File: config.mk
export PLATFORM = sky130hd
export DESIGN_NAME = threshold_rule_relay_trigger
export DESIGN_NICKNAME = d
export VERILOG_FILES = /design/src/design/trr_pkg.sv /design/src/design/threshold_rule_relay_trigger.sv /design/src/design/trr_rule_bank.sv /design/src/design/trr_rule_eval.sv
export SDC_FILE = /design/constraint.sdc
export NUM_CORES = 1
export LEC_CHECK = 0
export BUFFER_PORTS_ARGS = -buffer_cell sky130_fd_sc_hd__buf_4
export CORE_MARGIN = 1.5
export CORE_UTILIZATION = 40
export CTS_BUF_LIST = sky130_fd_sc_hd__clkbuf_8 sky130_fd_sc_hd__clkbuf_16
export CTS_CLUSTER_SIZE = 40
export DETAILED_ROUTE_END_ITERATION = 7
export GPL_ROUTABILITY_DRIVEN = 0
export PLACE_DENSITY_LB_ADDON = 0.12
export REMOVE_ABC_BUFFERS = 1
export SYNTH_ARGS = -nofsm -noshare
export SYNTH_HDL_FRONTEND = slang
export SYNTH_SLANG_ARGS = --single-unit
File: constraint.sdc
create_clock -name aclk -period 9.1 [get_ports aclk]
set_clock_uncertainty 0.2 [all_clocks]
set_input_delay 0.91 -clock aclk [delete_from_list [all_inputs] [get_ports aclk]]
set_output_delay 0.91 -clock aclk [all_outputs]
set_load 0.05 [all_outputs]
File: src/design/trr_pkg.sv
`default_nettype none
package trr_pkg;

    localparam int SLOT_TOTAL = 8;
    localparam int SLOT_IDX_W = 3;
    localparam int CFG_IDX_W  = 4;
    localparam int RULE_W     = 49;
    localparam int TIME_W     = 32;
    localparam int S_DATA_W   = 96;
    localparam int M_DATA_W   = 8;

    // enabled, power below 10.0, relay 1, off, cooldown 60
    localparam logic [RULE_W-1:0] SLOT0_RESET = 49'd515664551939;

    typedef enum logic [2:0] {
        TRIG_PWR_ABOVE  = 3'd0,
        TRIG_PWR_BELOW  = 3'd1,
        TRIG_TEMP_ABOVE = 3'd2,
        TRIG_TEMP_BELOW = 3'd3,
        TRIG_MOTION     = 3'd4,
        TRIG_NO_MOTION  = 3'd5,
        TRIG_OCC_ABOVE  = 3'd6,
        TRIG_NEVER      = 3'd7
    } trig_t;

    // Packed rule word, most significant field first
    typedef struct packed {
        logic [15:0]        cooldown;
        logic               action;
        logic [3:0]         relay;
        logic signed [23:0] threshold;
        trig_t              trigger;
        logic               enable;
    } rule_t;

    typedef struct packed {
        logic [TIME_W-1:0]  time_s;
        logic [8:0]         occupancy;
        logic               motion;
        logic signed [23:0] temperature;
        logic signed [23:0] power;
    } reading_t;

    // Fired-time write request from the sequencer to the rule bank
    typedef struct packed {
        logic                  en;
        logic [SLOT_IDX_W-1:0] idx;
        logic [TIME_W-1:0]     value;
    } stamp_wr_t;

endpackage
`default_nettype wire

File: src/design/threshold_rule_relay_trigger.sv
`default_nettype none
// Threshold rule relay trigger.
// Input stream s_*: one sensor reading per transaction. Output stream m_*: one
// relay command per rule that fires, in rule order; m_tlast marks the last
// command of a reading, and a reading that fires nothing yields no transaction.
// Config channel cfg_*: writes rule word cfg_index (0..7); other indexes are
// ignored. Write only while the block is idle.
// Sequencing: after a reading is accepted the sequencer checks one rule per
// cycle, unless held by an output stall, through the single evaluator (cooldown
// subtract plus threshold compares), rule 0 to RULE_COUNT-1 in ST_CHECK, then
// releases the last held command in ST_DRAIN; s_tready stays low until it is
// back in ST_IDLE, so a new reading is not taken before the last one is done. A
// fired command is held one rule behind so its tlast is known; it moves to the
// output register when the next firing rule is checked, or in ST_DRAIN.
// Stall: when m_tready is low, the output register is full and a command is
// held, the sequencer holds on the next firing rule until the transaction drains.
// Reset (synchronous, aresetn low): rule 0 gets its default word, other rules
// clear, all firing times clear to zero, the output empties.
module threshold_rule_relay_trigger
    import trr_pkg::*;
#(
    parameter int RULE_COUNT = 8
) (
    input  wire logic                 aclk,
    input  wire logic                 aresetn,
    input  wire logic                 s_tvalid,
    output logic                      s_tready,
    // power_reading[23:0], temperature_reading[47:24], motion_seen[48],
    // occupancy_level[57:49], time_seconds[89:58], zero pad [95:90]
    input  wire logic [S_DATA_W-1:0]  s_tdata,
    output logic                      m_tvalid,
    input  wire logic                 m_tready,
    // relay_number[3:0], relay_on[4], rule_number[7:5]
    output logic [M_DATA_W-1:0]       m_tdata,
    // final_command
    output logic                      m_tlast,
    input  wire logic                 cfg_valid,
    output logic                      cfg_ready,
    input  wire logic [CFG_IDX_W-1:0] cfg_index,
    input  wire logic [RULE_W-1:0]    cfg_data
);

    typedef enum logic [2:0] {
        ST_IDLE  = 3'b001,
        ST_CHECK = 3'b010,
        ST_DRAIN = 3'b100
    } state_t;

    localparam logic [SLOT_IDX_W-1:0] LAST_IDX = SLOT_IDX_W'(RULE_COUNT - 1);

    state_t                state_reg,    state_next;
    logic [SLOT_IDX_W-1:0] idx_reg,      idx_next;
    reading_t              reading_reg,  reading_next;
    logic                  pend_vld_reg, pend_vld_next;
    logic [M_DATA_W-1:0]   pend_reg,     pend_next;
    logic                  out_vld_reg,  out_vld_next;
    logic [M_DATA_W-1:0]   out_reg,      out_next;
    logic                  last_reg,     last_next;

    rule_t             cur_rule;
    logic [TIME_W-1:0] cur_fired;
    logic              fire;
    logic              out_free;
    stamp_wr_t         stamp_wr;

    assign cfg_ready = 1'b1;

    trr_rule_bank u_bank (
        .aclk     (aclk),
        .aresetn  (aresetn),
        .cfg_we   (cfg_valid),
        .cfg_idx  (cfg_index),
        .cfg_word (cfg_data),
        .stamp_wr (stamp_wr),
        .rd_idx   (idx_reg),
        .rd_rule  (cur_rule),
        .rd_fired (cur_fired)
    );

    trr_rule_eval u_eval (
        .rule    (cur_rule),
        .fired   (cur_fired),
        .reading (reading_reg),
        .fire    (fire)
    );

    assign out_free = !out_vld_reg || m_tready;

    // Sequence the rule scan and the output hand-off
    always_comb begin
        state_next    = state_reg;
        idx_next      = idx_reg;
        reading_next  = reading_reg;
        pend_vld_next = pend_vld_reg;
        pend_next     = pend_reg;
        out_vld_next  = out_vld_reg && !m_tready;
        out_next      = out_reg;
        last_next     = last_reg;
        stamp_wr.en    = 1'b0;
        stamp_wr.idx   = idx_reg;
        stamp_wr.value = reading_reg.time_s;

        case (state_reg)
            ST_IDLE: begin
                if (s_tvalid) begin
                    reading_next  = reading_t'(s_tdata[89:0]);
                    idx_next      = '0;
                    pend_vld_next = 1'b0;
                    state_next    = ST_CHECK;
                end
            end
            ST_CHECK: begin
                // hold on a firing rule while a command is held and the output register is full
                if (!(fire && pend_vld_reg && !out_free)) begin
                    if (fire) begin
                        stamp_wr.en = 1'b1;
                        if (pend_vld_reg) begin
                            out_vld_next = 1'b1;
                            out_next     = pend_reg;
                            last_next    = 1'b0;
                        end
                        pend_vld_next = 1'b1;
                        pend_next     = {idx_reg, cur_rule.action, cur_rule.relay};
                    end
                    if (idx_reg == LAST_IDX) begin
                        state_next = ST_DRAIN;
                    end else begin
                        idx_next = idx_reg + 1'b1;
                    end
                end
            end
            ST_DRAIN: begin
                // release the held command as the last one of this reading
                if (!pend_vld_reg) begin
                    state_next = ST_IDLE;
                end else if (out_free) begin
                    out_vld_next  = 1'b1;
                    out_next      = pend_reg;
                    last_next     = 1'b1;
                    pend_vld_next = 1'b0;
                    state_next    = ST_IDLE;
                end
            end
            default: begin
                state_next = ST_IDLE;
            end
        endcase
    end

    // Control state
    always_ff @(posedge aclk) begin
        if (!aresetn) begin
            state_reg    <= ST_IDLE;
            pend_vld_reg <= 1'b0;
            out_vld_reg  <= 1'b0;
        end else begin
            state_reg    <= state_next;
            pend_vld_reg <= pend_vld_next;
            out_vld_reg  <= out_vld_next;
        end
    end

    // Payload
    always_ff @(posedge aclk) begin
        idx_reg     <= idx_next;
        reading_reg <= reading_next;
        pend_reg    <= pend_next;
        out_reg     <= out_next;
        last_reg    <= last_next;
    end

    assign s_tready = (state_reg == ST_IDLE);
    assign m_tvalid = out_vld_reg;
    assign m_tdata  = out_reg;
    assign m_tlast  = last_reg;

endmodule
`default_nettype wire

File: src/design/trr_rule_bank.sv
`default_nettype none
module trr_rule_bank
    import trr_pkg::*;
(
    input  wire logic                  aclk,
    input  wire logic                  aresetn,
    input  wire logic                  cfg_we,
    input  wire logic [CFG_IDX_W-1:0]  cfg_idx,
    input  wire logic [RULE_W-1:0]     cfg_word,
    input  wire stamp_wr_t             stamp_wr,
    input  wire logic [SLOT_IDX_W-1:0] rd_idx,
    output rule_t                      rd_rule,
    output logic [TIME_W-1:0]          rd_fired
);

    rule_t             rule_reg  [SLOT_TOTAL];
    logic [TIME_W-1:0] fired_reg [SLOT_TOTAL];

    // Take rule writes; drop indexes beyond the slot count
    always_ff @(posedge aclk) begin
        if (!aresetn) begin
            for (int i = 0; i < SLOT_TOTAL; i++) begin
                rule_reg[i] <= (i == 0) ? rule_t'(SLOT0_RESET) : rule_t'('0);
            end
        end else if (cfg_we && (cfg_idx < CFG_IDX_W'(SLOT_TOTAL))) begin
            rule_reg[cfg_idx[SLOT_IDX_W-1:0]] <= rule_t'(cfg_word);
        end
    end

    // Record the firing time of a rule
    always_ff @(posedge aclk) begin
        if (!aresetn) begin
            for (int i = 0; i < SLOT_TOTAL; i++) begin
                fired_reg[i] <= '0;
            end
        end else if (stamp_wr.en) begin
            fired_reg[stamp_wr.idx] <= stamp_wr.value;
        end
    end

    assign rd_rule  = rule_reg[rd_idx];
    assign rd_fired = fired_reg[rd_idx];

endmodule
`default_nettype wire

File: src/design/trr_rule_eval.sv
`default_nettype none
module trr_rule_eval
    import trr_pkg::*;
(
    input  wire rule_t             rule,
    input  wire logic [TIME_W-1:0] fired,
    input  wire reading_t          reading,
    output logic                   fire
);

    logic [TIME_W-1:0]  elapsed;
    logic               cooling;
    logic signed [24:0] opnd;
    logic signed [24:0] thr;
    logic               gt;
    logic               lt;
    logic               trig_hit;

    // Cooldown check with wrapping subtraction
    assign elapsed = reading.time_s - fired;
    assign cooling = elapsed < TIME_W'(rule.cooldown);

    // Pick the reading the shared comparator looks at
    always_comb begin
        case (rule.trigger)
            TRIG_PWR_ABOVE, TRIG_PWR_BELOW:
                opnd = {reading.power[23], reading.power};
            TRIG_TEMP_ABOVE, TRIG_TEMP_BELOW:
                opnd = {reading.temperature[23], reading.temperature};
            TRIG_OCC_ABOVE:
                opnd = {16'b0, reading.occupancy};
            default:
                opnd = '0;
        endcase
    end

    assign thr = {rule.threshold[23], rule.threshold};
    assign gt  = opnd > thr;
    assign lt  = opnd < thr;

    always_comb begin
        case (rule.trigger)
            TRIG_PWR_ABOVE, TRIG_TEMP_ABOVE, TRIG_OCC_ABOVE: trig_hit = gt;
            TRIG_PWR_BELOW, TRIG_TEMP_BELOW:                 trig_hit = lt;
            TRIG_MOTION:                                     trig_hit = reading.motion;
            TRIG_NO_MOTION:                                  trig_hit = !reading.motion;
            default:                                         trig_hit = 1'b0;
        endcase
    end

    assign fire = rule.enable && !cooling && trig_hit;

endmodule
`default_nettype wire

* Word level (Yosys, flattened, before mapping)
Memory sizes are Yosys's and may differ from the RTL's. A register that Yosys moved wholly into a read port is not among the register bits.
Cells that the tools add are included.
** Word-level totals
- Flip-flop bits (word level) :: 115
- Memory bits (writable) :: 648
- Input bits :: 154
- Memories kept :: 2
** Memories
- u_bank.rule_reg :: words 8, width 49, rd ports 1, clocked after Yosys merged registers in 1, write ports 8, RTL line trr_rule_bank.sv:16 : rule_t rule_reg [SLOT_TOTAL];
- u_bank.fired_reg :: words 8, width 32, rd ports 1, clocked after Yosys merged registers in 1, write ports 8, RTL line trr_rule_bank.sv:17 : logic [TIME_W-1:0] fired_reg [SLOT_TOTAL];
** Cells by class
- Add/subtract/negate cells :: 2
- $lt $le $gt $ge :: 4
- Equal/unequal tests :: 19
- Mux-type cells :: 54
- Bitwise logic cells :: 1
- Reductions and logical operators :: 28
** Operators with widths (number)
- $pmux W25 S3 :: 1
- $mux W49 :: 1
- $reduce_or A49 Y1 :: 1
- $mux W8 :: 5
- $mux W3 :: 12
- $lt A32 B16 Y1 :: 1
- $mux W32 :: 1
- $reduce_or A32 Y1 :: 1
- $sub A32 B32 Y32 :: 1
- $mux W1 :: 27
- $gt A25 B24 Y1 :: 1
- $lt A25 B24 Y1 :: 1
- $ne A2 B2 Y1 const B :: 8
- $pmux W8 S2 :: 1
- $eq A3 B3 Y1 const B :: 5
- $reduce_and A4 Y1 :: 3
- $eq A3 B2 Y1 const B :: 3
- $pmux W3 S3 :: 1
- $eq A3 B1 Y1 const B :: 2
- $logic_and A1 B1 Y1 :: 6
- $pmux W3 S2 :: 1
- $reduce_and A6 Y1 :: 1
- $reduce_or A2 Y1 :: 3
- $logic_not A1 Y1 :: 5
- other kinds (14) :: 16

* Depth between registers and ports, before layout
- Word-level depth :: 15
- Depth in mapped cells :: 27
- Depth with buffers taken out :: 22

* Modules after synthesis
From an unflattened synthesis, not the netlist that was laid out.
** Second synthesis, totals
- Cells, all modules :: 2473
- Area, all modules :: 36460.0 um^2
** By module, submodules not included
- trr_rule_bank :: instances 1, cells each 1839, area an instance 29391.9 um^2
- threshold_rule_relay_trigger :: instances 1, cells each 159, area an instance 3759.9 um^2
- trr_rule_eval :: instances 1, cells each 475, area an instance 3308.2 um^2

* Worst setup path before layout
No wires, ideal clock.
- Kind :: register -> register
- Start :: reg with a tool-made name
- End :: mem u_bank.fired_reg[0][0], enable pin
- Data arrival time :: 6.992 ns
- Required time :: 8.475 ns
- Setup slack :: 1.483 ns
- Cell stages (with the launch flop) :: 25
- Path buffers :: 6
- Path through :: dfxtp_1 -> buf_2 -> buf_1 -> clkbuf_1 -> buf_1 -> mux4_2 -> mux2i_1 -> ha_1 -> clkbuf_1 -> a21oi_1 -> o211ai_1 -> and4_1 -> or2_2 -> xor2_1 -> ha_1 -> and4_1 -> nand3_1 -> or4_1 -> o2111ai_1 -> a2111o_1 -> nor4_1 -> nand4_1 -> nand4b_1 -> buf_2 -> o21ai_1
** RTL lines (RTL line)
- end, declared :: trr_rule_bank.sv:17

==> metrics.csv <==
metric,value,unit
antenna violations before repair,9,
share of the synthesized area in the top cell type,64.1,%
initial detailed-routing violation count,1501,
share of synthesized flip-flops with an asynchronous set or reset,0,%
count of buffer and inverter cells on the critical path,2,
wire length of the first global-routing pass,138000,µm
number of buffers on the longest clock path,3,
"crit path setup slack, layout",1490,ps
average wire length per cell after detail routing,24.3,µm
proportion of layout cells with a drive suffix above 1,20.0,%
maximum number of pins on one net before global-route repair,51,
drc violations,0,
"slowest stage delay, CP",820,ps
largest cells by area after synthesis,"sky130_fd_sc_hd__edfxtp_1, sky130_fd_sc_hd__mux4_2, sky130_fd_sc_hd__and2_1, sky130_fd_sc_hd__nor2_1, sky130_fd_sc_hd__mux2i_1",
area of combinational cells with multiple inputs,12200,µm²
count of cells resized by post-cts repair,0,
Critical Path Sink Type,register,
Main synth FF type,sky130_fd_sc_hd__edfxtp_1,
residual antenna-violating net count after detailed routing,0,
count of synthesis-stage warnings from yosys,0,
arrival time worst endpoint,7760,ps
H-tree depth reported by CTS,3,
clock slew at the register clock pins of the worst setup and hold paths,60,ps
effective utilization at floorplan,40.3,%
worst hold slack across all endpoints,217,ps
Hold Fails Final Rpt,0,
setup repair after global routing missed its margin,no,
total vias in the final route,20866,
switching part of the total power,26.9,%
Setup Total Neg Slack,0,ps
Crit Path Class,reg -> reg,
root cell of the clock tree,sky130_fd_sc_hd__clkbuf_16,
max-capacitance violation count,0,
"area leader, netlist",sky130_fd_sc_hd__edfxtp_1,
required time worst endpoint,9250,ps
final cycle utilization of the critical path,83.6,%
die extent in y,301,µm
relative area change from synthesis to final layout,14.9,%
Post-CTS Setup Bufs,0,
Setup crit start kind,register,
Worst-Margin Slew,1160,ps
average instance area after synthesis,14.6,µm²
clock buffers created by TritonCTS,85,
Slew headroom,22.7,%
overall die width,301,µm
CP Cell Sequence,"buf_4, mux4_2, mux2i_1, ha_1, o211ai_1, a21o_1, a31oi_1, or2_2, a31oi_1, xnor2_1, ha_1, and3_1, nand3_1, o22ai_1, a2111oi_0, o2111ai_1, a2111o_1, nor4_1, nand4_1, nand4_1, o21ai_4, buf_4",
area of the die,90500,µm²
worst setup slack before clock tree synthesis,1400,ps
post-route minimum period,7610,ps
number of fill cells,7854,
Max Slew Vio Count,0,
Leakage,14.3,nW
Net Switching,2.40,mW
detailed-route vias per instance,5.47,
TritonCTS clock tree,done,
CTS sink count,766,
total power density per cell area,219,nW/µm²
highest attainable clock frequency,0.131,GHz
area taken by flip-flops and latches,22900,µm²
placeable core area,88100,µm²
number of flip-flops and latches in the synthesized netlist,766,
path class of the lowest-slack min-delay path,reg -> reg,
sequential fraction of design power,46.8,%
synthesized instance count,2430,
overflow left after global routing,0,
number of global-route vias before repair,22222,
hold buffers post-CTS,0,
clock latency of the later-clocked register in the worst-skew pair,660,ps
kind of cell with the highest combined delay on the critical path,compound AO/OA/AOI/OAI gates,
clock network fraction of design power,35.2,%
# nets final,2814,
hpwl dp,54200,µm
Peak supply drop,155,µV
status,"complete, no violations",
number of core rows,109,
area of the mapped netlist,35500,µm²
max FFs per register,392,
"EDFF count, synth",758,
count of buffers from port buffering,158,
global-route total usage across every layer,20.8,%
number of iterations in the first detailed-routing pass,5,
Max Fanout on Critical Path,29,
part of the power in combinational logic,18.0,%
Int Pwr,6.52,mW
io pins,166,
total wire length after detailed routing,92800,µm
library cell contributing the largest single delay on the critical path,sky130_fd_sc_hd__dfxtp_4,
count of unique library cells instantiated by Yosys,74,
post-synthesis sequential area ratio,64.6,%
final setup vio count,0,
worst register-to-register path, stage by stage, from the launching register on:
cell	delay, ps
sky130_fd_sc_hd__dfxtp_4	820
sky130_fd_sc_hd__buf_4	340
sky130_fd_sc_hd__mux4_2	500
sky130_fd_sc_hd__mux2i_1	250
sky130_fd_sc_hd__ha_1	250
sky130_fd_sc_hd__o211ai_1	110
sky130_fd_sc_hd__a21o_1	190
sky130_fd_sc_hd__a31oi_1	480
sky130_fd_sc_hd__or2_2	240
sky130_fd_sc_hd__a31oi_1	100
sky130_fd_sc_hd__xnor2_1	160
sky130_fd_sc_hd__ha_1	300
sky130_fd_sc_hd__and3_1	210
sky130_fd_sc_hd__nand3_1	120
sky130_fd_sc_hd__o22ai_1	90
sky130_fd_sc_hd__a2111oi_0	380
sky130_fd_sc_hd__o2111ai_1	180
sky130_fd_sc_hd__a2111o_1	430
sky130_fd_sc_hd__nor4_1	390
sky130_fd_sc_hd__nand4_1	430
sky130_fd_sc_hd__nand4_1	460
sky130_fd_sc_hd__o21ai_4	300
sky130_fd_sc_hd__buf_4	380
layout make-up:
type	count	share of cell area [%]
Antenna cell	4	0.0245
Clock buffer	87	5.34
Clock inverter	59	0.822
Inverter	17	0.163
Multi-Input combinational cell	1503	29.8
Sequential cell	766	56.2
Tap cell	1165	3.57
Timing Repair Buffer	214	4.06
synth_stat cells, types with 3 or more instances:
cell type	count
sky130_fd_sc_hd__nor2_1	309
sky130_fd_sc_hd__nand2b_1	24
sky130_fd_sc_hd__and3_1	3
sky130_fd_sc_hd__a221o_1	3
sky130_fd_sc_hd__ha_1	72
sky130_fd_sc_hd__inv_1	15
sky130_fd_sc_hd__or4_1	3
sky130_fd_sc_hd__nor3_1	16
sky130_fd_sc_hd__xnor2_1	10
sky130_fd_sc_hd__o21ai_0	43
sky130_fd_sc_hd__and2_1	388
sky130_fd_sc_hd__a211oi_1	7
sky130_fd_sc_hd__buf_4	5
sky130_fd_sc_hd__mux2i_1	100
sky130_fd_sc_hd__mux2_2	8
sky130_fd_sc_hd__and4_1	3
sky130_fd_sc_hd__mux4_2	162
sky130_fd_sc_hd__xor2_1	8
sky130_fd_sc_hd__o21a_1	12
sky130_fd_sc_hd__nand4_1	15
sky130_fd_sc_hd__nand3_1	15
sky130_fd_sc_hd__nor3b_1	3
sky130_fd_sc_hd__nand2_1	124
sky130_fd_sc_hd__buf_2	23
sky130_fd_sc_hd__a21o_1	11
sky130_fd_sc_hd__nand4b_1	4
sky130_fd_sc_hd__or2_2	3
sky130_fd_sc_hd__o211ai_1	17
sky130_fd_sc_hd__or3_1	5
sky130_fd_sc_hd__nor2b_1	9
sky130_fd_sc_hd__a21oi_1	56
sky130_fd_sc_hd__o22ai_1	3
sky130_fd_sc_hd__nand3b_1	3
sky130_fd_sc_hd__o21bai_1	3
sky130_fd_sc_hd__clkbuf_1	97
sky130_fd_sc_hd__edfxtp_1	758
sky130_fd_sc_hd__o21ai_1	16
sky130_fd_sc_hd__a31oi_1	7
sky130_fd_sc_hd__dfxtp_1	8
sky130_fd_sc_hd__buf_1	19
path summary, 6_finish.rpt:
check / start / endpoint / slack (ps) / cells past startpoint
max: register / u_bank.fired_reg[3][27] / 1490 / 22
min: pend_reg[3] / m_tdata[3] / 220 / 0
max reg2reg: register / u_bank.fired_reg[3][27] / 1490 / 22
min reg2reg: pend_reg[3] / m_tdata[3] / 220 / 0
placed cells by master (no fill, tap or decap), drive strengths merged, types with 4 or more instances in the layout:
cell type    n
or3          5
nor2       309
or2          4
o21ai       60
inv         47
edfxtp     758
ha          72
nand2b      24
a211oi       7
mux4       162
nor3        16
nand4b       4
a21o        11
clkinv      26
xor2         8
xnor2       10
nor2b        9
a21oi       57
nand3       15
nand4       15
diode        4
mux2        10
dfxtp        8
clkbuf      87
o21a        12
o211ai      17
mux2i      102
a31oi        7
buf        214
nand2      124
and2       388
power groups by stage:
| stage | Clock [mW] | Combinational (mW) | Sequential (mW) |
|---|---|---|---|
| floorplan | 0 | 1.13 | 4.29 |
| CTS | 3.22 | 1.63 | 4.18 |
| global route | 3.34 | 1.77 | 4.20 |
| finish | 3.14 | 1.60 | 4.18 |
| global placement | 0 | 1.60 | 4.24 |
| detailed placement | 0 | 1.62 | 4.25 |
stage by stage:
stage	cell area (µm²)	instances	total power, mW	util [%]
CTS	40800	3811	9.03	46.3
floorplan	34900	2286	5.41	-
global route	40800	3813	9.31	46.3
finish	40800	3815	8.92	46.3
global placement	38300	3665	5.84	43.4
detailed placement	38300	3665	5.88	43.4
cell families after synthesis:
group,after synthesis,share of synthesized area (%)
muxes,274,13.5
AOI/OAI and AO/OA,203,3.60
other,1,0.0106
adders and majority gates,73,2.59
and+or+nand+nor,934,13.4
xor gates and xnor gates,18,0.444
DFF,766,64.6
buffers and inverters,161,1.84
metal layers:
metal / global-route usage (%) / share of wire [%] / vias up
li1: - / - / 9407
met1: 25.2 / 40 / 10741
met2: 37.4 / 52 / 525
met3: 3.72 / 5.0 / 179
met4: 6.64 / 2.9 / 14
met5: 0 / 0.10 / -
Note: power is estimated with default switching activity, not from simulation.
